### src/rtl/tfav_delay.sv
// Enabled delay line for words that wait beside a longer path.
module tfav_delay #(
	parameter int W     = 8,
	parameter int DEPTH = 4
) (
	input  logic         clk,
	input  logic         en,
	input  logic [W-1:0] d,
	output logic [W-1:0] q
);

	logic [W-1:0] tap_s [0:DEPTH-1];

	always_ff @(posedge clk) begin
		if (en) begin
			tap_s[0] <= d;
			for (int i = 1; i < DEPTH; i++) begin
				tap_s[i] <= tap_s[i-1];
			end
		end
	end

	assign q = tap_s[DEPTH-1];

endmodule

### config.mk
export PLATFORM = sky130hd
export DESIGN_NAME = tfav_delay
export DESIGN_NICKNAME = d
export VERILOG_FILES = /design/src/rtl/tfav_delay.sv
export SDC_FILE = /design/constraint.sdc
export NUM_CORES = 1
export LEC_CHECK = 0
export ABC_CLOCK_PERIOD_IN_PS = 800
export BUFFER_PORTS_ARGS = -buffer_cell sky130_fd_sc_hd__clkbuf_2
export CORE_MARGIN = 4
export CORE_UTILIZATION = 30
export DETAILED_ROUTE_END_ITERATION = 8
export PLACE_DENSITY = 0.47
export SYNTH_ARGS = -nofsm -noshare
export SYNTH_HDL_FRONTEND = slang
export SYNTH_SLANG_ARGS = --single-unit
### constraint.sdc
create_clock -name clk -period 0.8 [get_ports clk]
set_input_delay 0.12 -clock clk [delete_from_list [all_inputs] [get_ports clk]]
set_output_delay 0.12 -clock clk [all_outputs]
set_load 0.02 [all_outputs]
After elaboration in Yosys (flattened, before gate mapping)
Memories as Yosys holds them, arrays and structs flattened.
Cells that the tools add are included.
Widths: inputs -> output; s select.
- multiplexer cells: 2
- operators with widths (cell ; count):
    $mux 1 ; 2
- bits in registers: 0
- bits in writable memories: 32
- input bits: 10
- output and inout port bits: 8
- word-level logic and storage cells: 3
- memories: 1
- memories (name ; words ; bits a word ; read ports ; clocked after Yosys merged registers in ; wr ports ; RTL line ; RTL):
    tap_s ; 4 ; 8 ; 4 ; 0 ; 4 ; 12 ; logic [W-1:0] tap_s [0:DEPTH-1];

Depth between registers and ports, before layout
- depth after elaboration: 2
- depth in mapped cells: 0

Least setup slack after synthesis
No wires, ideal clock.
- path type: flip-flop to flip-flop
- start point: memory tap_s[0][0]
- end point: memory tap_s[1][0], data pin
- library setup time: 266 ps
- data arrival time: 323 ps
- required time: 534 ps
- slack: 211 ps
- stages on the path, launching flop included: 1
- path buffers: 0
- period minus slack after synthesis: 589 ps
- cell sequence: edfxtp_1
- RTL lines (element ; RTL line):
    start: declaration ; 12

==> impl_metrics.env <==
export IMPL_first_pass_iters=3
export IMPL_grt_overflow=0
export IMPL_nFillCells=292
export IMPL_drv_slew=0
export IMPL_io_pin_count=18
export IMPL_grt_max_degree=33
export IMPL_cts_sinks=32
export IMPL_antenna_found_initial=0
export IMPL_highest_layer="met4"
export IMPL_multi_input_area_um2=0
export IMPL_fmax_ghz=1.05
export IMPL_clk_pin_slew_ns=0.08
export IMPL_crit_fanout=1
export IMPL_slowest_stage="edfxtp_1"
export IMPL_worstHoldPathType="input pin to register"
export IMPL_post_route_cells_drive_above_1_share_pct=36.5
export IMPL_diodes=0
export IMPL_cts_tree="yes"
export IMPL_wl_met3_um=87
export IMPL_violations="setup timing"
export IMPL_fin_nets=75
export IMPL_worst_slack_ns=-0.150
export IMPL_clock_path_buffers=2
export IMPL_syn_area_per_cell_um2=30.0
export IMPL_cts_htree_levels=2
export IMPL_netlist_area_leader_share_pct=100
export IMPL_crit_path_end_kind="output pin"
export IMPL_m1WireLength_um=398
export IMPL_top_regs="tap_s (32)"
export IMPL_postRouteAntennaNets=0
export IMPL_root_buffer="clkbuf_4"
export IMPL_place_congestion=0.539
export IMPL_power_mw=2.87
export IMPL_synth_cell_types=1
export IMPL_grt_pass1_wl_mm=1.41
export IMPL_maxSlewHeadroom_pct=88.9
export IMPL_die_h_um=64.6
export IMPL_finalSetupViolCount=8
export IMPL_crit_family="flip-flops"
export IMPL_syn2layout_area_growth_pct=31.5
export IMPL_start_util_pct=31.5
export IMPL_final_cell_mix="32 x edfxtp_1, 9 x clkbuf_2, 8 x dlygate4sd3_1, 5 x clkbuf_4"
export IMPL_ys_ff_latch=32
export IMPL_dpl_worst_slack_ns=0.0593
export IMPL_syn_cell_area_um2=961
export IMPL_critPathArrivalTime_ns=0.83
export IMPL_vias=375
export IMPL_required_ns=0.68
export IMPL_p_leak_nw=0.456
export IMPL_path_class="register to output pin"
export IMPL_synth_cells=32
export IMPL_clkLatencyLatePin_ns=0.30
export IMPL_rsz0062_at_grt="yes"
export IMPL_worst_pin_slew_ns=0.167
export IMPL_grt_pass1_vias=330
export IMPL_drc=0
export IMPL_cp_num_buf_inv=1
export IMPL_final_common_cell="edfxtp_1"
export IMPL_wl_per_cell_um=8.57
export IMPL_seq_area_frac_synth_pct=100
export IMPL_num_multi_input_gates=0
export IMPL_std_cell_rows=20
export IMPL_synth_top_area_cell="edfxtp_1"
export IMPL_largest_reg_flops=32
export IMPL_period_share_pct=119
export IMPL_grt_usage_pct=4.99
export IMPL_start_kind="register"
export IMPL_numCtsBuffers=5
export IMPL_coreArea_um2=3050
export IMPL_fin_skew_ns=0.00651
export IMPL_viasPerCell=3.50
export IMPL_run_status="finished with violations"
export IMPL_met2WireLength_um=417
export IMPL_synth_area_leaders="edfxtp_1 100%"
export IMPL_hold_viol_final=0
export IMPL_portBuffers=17
export IMPL_dieArea_um2=4170
export IMPL_die_w_um=64.6
export IMPL_hold_ws_ns=0.261
export IMPL_power_density_nw_per_um2=2270
export IMPL_synth_net_count=42
export IMPL_critPathMaxStageDelay_ns=0.39
export IMPL_drt_iter0_markers=9
export IMPL_yosys_warnings=0
export IMPL_drv_cap=0
export IMPL_peakVddDrop_uv=800
export IMPL_fin_crit_ns=0.950
export IMPL_post_cts_buffers=0
export IMPL_worstPathCellList="buf_6"
export IMPL_finish_utilization_pct=41.4
export IMPL_largest_register="tap_s"
export IMPL_drt_total_wl_um=917
power by group:
group / internal, mW / switching, mW
Combinational: 0.0781 / 0.0754
Clock: 0.293 / 0.431
Sequential: 1.97 / 0.0223
Total: 2.34 / 0.528
per-layer routing:
layer	up-vias	GRT usage (%)
li1	193	-
met2	16	6.57
met4	0	3.96
met3	2	4.68
met5	-	0
met1	164	4.65
worst paths after layout:
kind                             startpoint           to  slack (ns)  depth (start not counted)
worst max-delay path            tap_s[3][0]         q[0]       -0.15                          1
worst min-delay path                     en  tap_s[3][2]        0.26                          2
worst max register to register  tap_s[1][6]  tap_s[2][6]        0.19                          0
worst min register to register  tap_s[1][1]  tap_s[2][1]        0.42                          0
metrics by stage:
stage          area [µm²]  TNS, ns  instances
3_3_place_gp         1120        0         94
2_1_floorplan         961        0         32
3_5_place_dp         1120        0         94
4_1_cts              1240    -1.35        107
6_report             1260    -1.14        107
5_1_grt              1260    -1.64        107
final cells by class:
| type | instances | area [µm²] | share of cell area (%) |
|---|---|---|---|
| flip-flops and latches | 32 | 961 | 76.0 |
| repair buffers | 26 | 210 | 16.6 |
| well taps | 44 | 55.1 | 4.36 |
| clock buffers | 5 | 37.5 | 2.97 |
kinds of logic after synthesis:
family,Yosys count,share of synthesized area (%)
DFF,32,100
Yosys cell counts:
master and count:
edfxtp_1 32
repair_timing:
item / in CTS / in global routing
cloned: 0 / 0
endpoints found under the hold margin: 8 / 0
hold buffers: 8 / 0
gates resized for setup: 0 / 16
endpoints found under the setup margin: 8 / 8
(Power assumes the default switching activity.)
