**config.mk**
```make
export PLATFORM = sky130hd
export DESIGN_NAME = tfav_isqrt
export DESIGN_NICKNAME = d
export VERILOG_FILES = /design/src/rtl/tfav_isqrt.sv
export SDC_FILE = /design/constraint.sdc
export NUM_CORES = 1
export LEC_CHECK = 0
export BUFFER_PORTS_ARGS = -buffer_cell sky130_fd_sc_hd__buf_2
export CAP_MARGIN = 10
export CORE_AREA = 3 3 260 262
export DETAILED_ROUTE_END_ITERATION = 6
export DIE_AREA = 0 0 263 265
export PLACE_DENSITY = 0.73
export RECOVER_POWER = 100
export SYNTH_ARGS = -nofsm -noshare
export SYNTH_HDL_FRONTEND = slang
export SYNTH_SLANG_ARGS = --single-unit
```
**constraint.sdc**
```tcl
create_clock -name clk -period 2.8 [get_ports clk]
set_input_delay 0.42 -clock clk [delete_from_list [all_inputs] [get_ports clk]]
set_output_delay 0.42 -clock clk [all_outputs]
set_load 0.03 [all_outputs]
```
**src/rtl/tfav_isqrt.sv**
```systemverilog
// Pipelined truncated integer square root, one root bit per stage.
module tfav_isqrt #(
	parameter int RW = 18
) (
	input  logic            clk,
	input  logic            en,
	input  logic [2*RW-1:0] rad,
	output logic [RW-1:0]   root
);

	logic [2*RW-1:0] n_s    [0:RW];
	logic [RW+1:0]   rem_s  [0:RW];
	logic [RW-1:0]   root_s [0:RW];

	assign n_s[0]    = rad;
	assign rem_s[0]  = '0;
	assign root_s[0] = '0;

	for (genvar j = 0; j < RW; j++) begin : g_stage
		logic [RW+3:0] cat;
		logic [RW+3:0] trial;
		logic [RW+3:0] diff;
		logic          take;

		assign cat   = {rem_s[j], n_s[j][2*RW-1 -: 2]};
		assign trial = {2'b00, root_s[j], 2'b01};
		assign diff  = cat - trial;
		assign take  = cat >= trial;

		always_ff @(posedge clk) begin
			if (en) begin
				n_s[j+1]    <= {n_s[j][2*RW-3:0], 2'b00};
				rem_s[j+1]  <= take ? diff[RW+1:0] : cat[RW+1:0];
				root_s[j+1] <= {root_s[j][RW-2:0], take};
			end
		end
	end

	assign root = root_s[RW];

endmodule

```
* Word level (Yosys, flattened, before mapping)
Index checks and enable logic that the tools add are counted.
** Word-level totals
- Register bits after elaboration :: 800
- Input bits :: 38
- Output and inout port bits :: 18
- Word-level logic and storage cells :: 105
** Operators by class
- Add/sub/neg operators :: 17
- Magnitude comparators :: 18
- Mux-type cells :: 17
** Operators by type and width (number)
- 20-bit two-way mux :: 16
- 22-bit by 10-bit greater-or-equal comparator with 1-bit output :: 1
- 22-bit by 11-bit greater-or-equal comparator with 1-bit output :: 1
- 22-bit by 12-bit greater-or-equal comparator with 1-bit output :: 1
- 22-bit by 13-bit greater-or-equal comparator with 1-bit output :: 1
- 22-bit by 14-bit greater-or-equal comparator with 1-bit output :: 1
- 22-bit by 15-bit greater-or-equal comparator with 1-bit output :: 1
- 22-bit by 16-bit greater-or-equal comparator with 1-bit output :: 1
- 22-bit by 17-bit greater-or-equal comparator with 1-bit output :: 1
- 22-bit by 18-bit greater-or-equal comparator with 1-bit output :: 1
- 22-bit by 19-bit greater-or-equal comparator with 1-bit output :: 1
- 22-bit by 3-bit greater-or-equal comparator with 1-bit output :: 1
- 22-bit by 4-bit greater-or-equal comparator with 1-bit output :: 1
- 22-bit by 5-bit greater-or-equal comparator with 1-bit output :: 1
- 22-bit by 6-bit greater-or-equal comparator with 1-bit output :: 1
- 22-bit by 7-bit greater-or-equal comparator with 1-bit output :: 1
- 22-bit by 8-bit greater-or-equal comparator with 1-bit output :: 1
- 22-bit by 9-bit greater-or-equal comparator with 1-bit output :: 1
- 20-bit by 10-bit subtractor with 20-bit output :: 1
- 20-bit by 11-bit subtractor with 20-bit output :: 1
- 20-bit by 12-bit subtractor with 20-bit output :: 1
- 20-bit by 13-bit subtractor with 20-bit output :: 1
- 20-bit by 14-bit subtractor with 20-bit output :: 1
- 20-bit by 15-bit subtractor with 20-bit output :: 1
- other kinds (13) :: 13

* Longest topological paths before layout
- Depth after elaboration :: 2
- Depth in mapped cells :: 12
- Mapped depth without buffers :: 11

* Least setup slack after synthesis
Ideal clock, no wire load.
- Kind :: register to register
- Start :: reg rem_s, in the netlist g_stage[8].cat[7]
- End :: reg rem_s, in the netlist g_stage[9].cat[21] (data pin)
- Setup time :: 258 ps
- Data arrival time :: 2498 ps
- Path slack :: 44 ps
- Cell stages (with the launch flop) :: 8
- Path through :: edfxtp_1 > ha_1 > nand4_1 > nor4_1 > nor3_1 > a2111oi_0 > nand4b_1 > xnor2_1
** Between the ends
- Word-level cells in the longest chain between the ends :: 2
- Elaborated cells on any way between the ends :: 3
** Ends and longest elaborated chain
- start, declared :: RTL line 12 : logic [RW+1:0] rem_s [0:RW];
- start signal, assigned by index :: RTL line 33 : rem_s[j+1] <= take ? diff[RW+1:0] : cat[RW+1:0];
- 20-bit by 10-bit subtractor with 20-bit output / 22-bit by 10-bit greater-or-equal comparator with 1-bit output (equally long branches) :: RTL line 27, 28
- 20-bit two-way mux (*) :: RTL line 33
Every way passes the cells marked *; elsewhere a longest branch is shown, timed or not.
A chain may end at the register's enable or synchronous reset.

* Final worst setup path
- Start :: reg rem_s, in the netlist g_stage[15].cat[12]
- End :: reg rem_s, in the netlist g_stage[16].cat[21] (data pin)
** Between the ends
- Word-level cells in the longest chain between the ends :: 2
- Elaborated cells on any way between the ends :: 3
** Ends and longest elaborated chain (RTL line)
- 20-bit by 17-bit subtractor with 20-bit output / 22-bit by 17-bit greater-or-equal comparator with 1-bit output (equally long branches) :: 27, 28
- 20-bit two-way mux (*) :: 33
Marked as above.

==> Flow_metrics.wiki <==
{| class="wikitable"
! Metric !! Value
|-
| Fraction of synthesis flops using an asynchronous set or reset pin || 0
|-
| Global-route wire length before repair || 115000 µm
|-
| Leading cell types by count after synthesis || 794 x edfxtp_1, 228 x inv_1, 190 x ha_1, 183 x nor2_1, 176 x nand2_1
|-
| Total die area || 0.0697 mm²
|-
| CP startpoint || g_stage[15].cat[12]$_DFFE_PP_
|-
| Pwr dens || 739 mW/mm²
|-
| Post-synth EDFFs || 794
|-
| Remaining max-slew budget at the tightest pin || -0.177
|-
| Starting Density || 0.565
|-
| Worst path required time || 3.18 ns
|-
| Post-synthesis net count || 3069
|-
| Routability cong. || 0.885
|-
| Final setup slack of the worst path || 0.0634 ns
|-
| Number of instances in the synthesized netlist || 2841
|-
| Initial antenna violation count || 0
|-
| Shortest clock period the worst path allows after layout || 2.74 ns
|-
| Final Net Count || 3331
|-
| Number of vias per cell || 5.64
|-
| Failing checks || capacitance limit, slew limit
|-
| Run status || finished with violations
|-
| Total routing resource utilization after global routing || 0.205
|-
| Chip Width || 263 µm
|-
| Worst Path Arrival || 3.12 ns
|-
| Maximum number of pins on one net before global-route repair || 63
|-
| Count of synthesis-stage warnings from yosys || 0
|-
| Unrepaired setup endpoints after global routing || yes
|-
| Prevailing post-synth register cell || edfxtp_1
|-
| Path category of the worst min-delay check || input port to flop
|-
| Maximum ir drop on the vdd rail || 0.520 mV
|-
| Tcrit/Tclk final || 0.977
|-
| Endpoint of the worst-slack reg-to-reg timing path || g_stage[16].cat[21]$_DFFE_PP_
|-
| Nature of the critical path startpoint || flop
|-
| Area added between synthesis and finish || 15.0%
|-
| Area contributors post-synth || edfxtp_1 64%, ha_1 6.4%, xor2_1 3.1%
|-
| Post-synthesis sequential area ratio || 0.643
|-
| Maximum fanout along the worst path || 6
|-
| Detailed-route wire length per cell || 17.9 µm
|-
| Register-to-register setup slack || 0.06 ns
|-
| Maximum capacitance violations || 1
|-
| Vias in the first global route || 22500
|-
| Worst-case setup slack after placement || -0.0706 ns
|-
| Number of cell rows || 94
|-
| Fraction of layout instances using a drive strength above 1 || 0.121
|-
| Leading area contributor after synthesis || edfxtp_1
|-
| DRC || 0
|-
| Number of port buffers || 55
|-
| Clock slew seen by the registers of the worst setup and hold paths || 0.06 ns
|-
| Iteration-0 DRC count of the detailed router || 1826
|-
| Beginning of the worst register-to-register path || g_stage[15].cat[12]$_DFFE_PP_
|-
| Depth of the worst register-to-register path || 8
|-
| Slew of the pin with the lowest slew margin || 1.77 ns
|-
| Total clock sinks || 794
|-
| Post-synthesis cell type count || 81
|-
| Worst setup path class || flop to flop
|-
| Post-Route Hold Slack || 0.104 ns
|-
| Kind of capture point of the worst setup path || flop
|-
| Pwr Total || 31500 µW
|-
| Number of routed nets with antenna violations || 0
|-
| Post-synthesis sequential element count || 794
|-
| Post-DP HPWL || 52100 µm
|-
| Final clock skew || 0.0431 ns
|-
| Clock tree from TritonCTS || built
|-
| Floorplan Core Area || 0.0656 mm²
|-
| Die Ht || 265 µm
|-
| Routed Wire Length || 72400 µm
|-
| Antenna diodes || 0
|-
| Via count || 22700
|-
| Max Fclk || 365 MHz
|-
| Final Hold Vio Count || 0
|-
| Buffer levels on the longest clock path || 3
|-
| Number of iterations in the first detailed-routing pass || 5
|-
| Top-count cell post-synth || edfxtp_1
|-
| Post-synth top area share || 0.643
|-
| Cell Area, Synth || 0.0371 mm²
|-
| End point of the critical path || g_stage[16].cat[21]$_DFFE_PP_
|-
| Total leakage power || 0.0164 µW
|-
| Non-Filler Instances || 4036
|-
| Post-placement cell count || 3841
|-
| GRT overflow || 0
|-
| Root Driver || clkbuf_16
|-
| Setup_tns || 0 ns
|-
| H-tree depth || 3
|-
| Count of pins over their slew limit || 62
|-
| Ports placed on the boundary || 56
|-
| Synthesized area divided by synthesized cell count || 13.1 µm²
|-
| Setup violators final || 0
|-
| Number of buffers inserted during clock tree synthesis || 83
|-
| Worst skew pair latency || 0.64 ns
|}
-- sequential cells by signal (all words and copies together), names as in the netlist --
signal,cells
g_stage.trial,153
n_s,272
g_stage.cat,351
root,18
-- power by group --
group          switching [µW]  leakage (µW)  internal (µW)  total (µW)
clock                    4580       0.00133           6350       10900
sequential                810       0.00760          14700       15500
combinational            2830       0.00752           2270        5100
total                    8220        0.0164          23300       31500
-- cell families after synthesis --
logic type / share of synthesized area
AO/OA/AOI/OAI: 0.0914
XOR/XNOR: 0.0564
adder cells (fa/ha/maj): 0.0641
buffers and inverters: 0.0294
flip-flops: 0.643
multiplexers: 0.0147
other: 0.000101
AND/OR/NAND/NOR: 0.101
-- through the flow --
| step | util | area (µm²) |
|---|---|---|
| final | 0.650 | 42700 |
| after global routing | 0.650 | 42700 |
| after CTS | 0.650 | 42600 |
| after detailed placement | 0.602 | 39500 |
| after global placement | 0.602 | 39500 |
| after floorplan | - | 37100 |
-- worst min-delay path by stage --
stage	start	end	cells past startpoint
after floorplan	n_s[356]$_DFFE_PP_	g_stage[10].cat[0]$_DFFE_PP_	0
after global placement	n_s[580]$_DFFE_PP_	n_s[546]$_DFFE_PP_	0
after detailed placement	n_s[285]$_DFFE_PP_	g_stage[12].cat[1]$_DFFE_PP_	0
after CTS	rad[35]	g_stage[1].trial[2]$_DFFE_PP_	2
after global routing	rad[35]	g_stage[1].trial[2]$_DFFE_PP_	2
final	rad[35]	g_stage[1].trial[2]$_DFFE_PP_	2
-- worst max-delay path, cell delays in order (launching register included) --
cell,delay [ns]
edfxtp_1,0.43
ha_1,0.43
nand4_1,0.21
or3_1,0.39
o22ai_2,0.22
nor2_1,0.13
nor4b_4,0.16
o31a_1,0.25
mux2_2,0.27
-- area by class of cell --
cell class                      instances  area (µm²)
Sequential cell                       794       23800
Tap cell                              864        1080
Multi-Input combinational cell       1761       12500
Inverter                              230         867
Timing Repair Buffer                  233        1660
Fill cell                            4765       23000
Clock buffer                           98        2130
Clock inverter                         56         619
-- timing repair --
action,4_1_cts,5_1_grt
endpoints found under the setup margin,28,90
gates cloned,0,0
gates resized for setup,8,53
hold buffers,34,0
pin swaps,0,9
endpoints found under the hold margin,34,0
buffers inserted,1,6
-- metal layers --
layer	global-route usage	vias up	part of all wire	routed length (µm)
met5	0	-	0	0
met4	0.0736	0	0.029	2110
met3	0.0325	145	0.045	3270
met2	0.349	540	0.50	35900
met1	0.268	11000	0.43	31200
li1	-	11100	-	-
-- cells in the final DEF (no fill, tap or decap), types with 12 or more instances in the layout --
master	n
ha_1	182
or2_2	13
clkinv_1	21
buf_4	105
a21oi_1	154
nor2b_1	28
a31oi_1	12
o31ai_1	14
nand4_1	28
a21o_1	44
xor2_1	132
a211oi_1	17
xnor2_1	105
mux2_2	36
nand2b_1	46
dlygate4sd3_1	34
nor3_1	67
edfxtp_1	794
o211ai_1	14
nor4_1	36
o21ai_0	139
clkbuf_16	83
or3_1	35
buf_2	31
or4_1	15
nor2_1	182
clkbuf_1	59
clkinv_2	15
inv_1	227
nand2_1	175
nand3_1	44
o21a_1	28
Power figures use the tool's default switching activity.
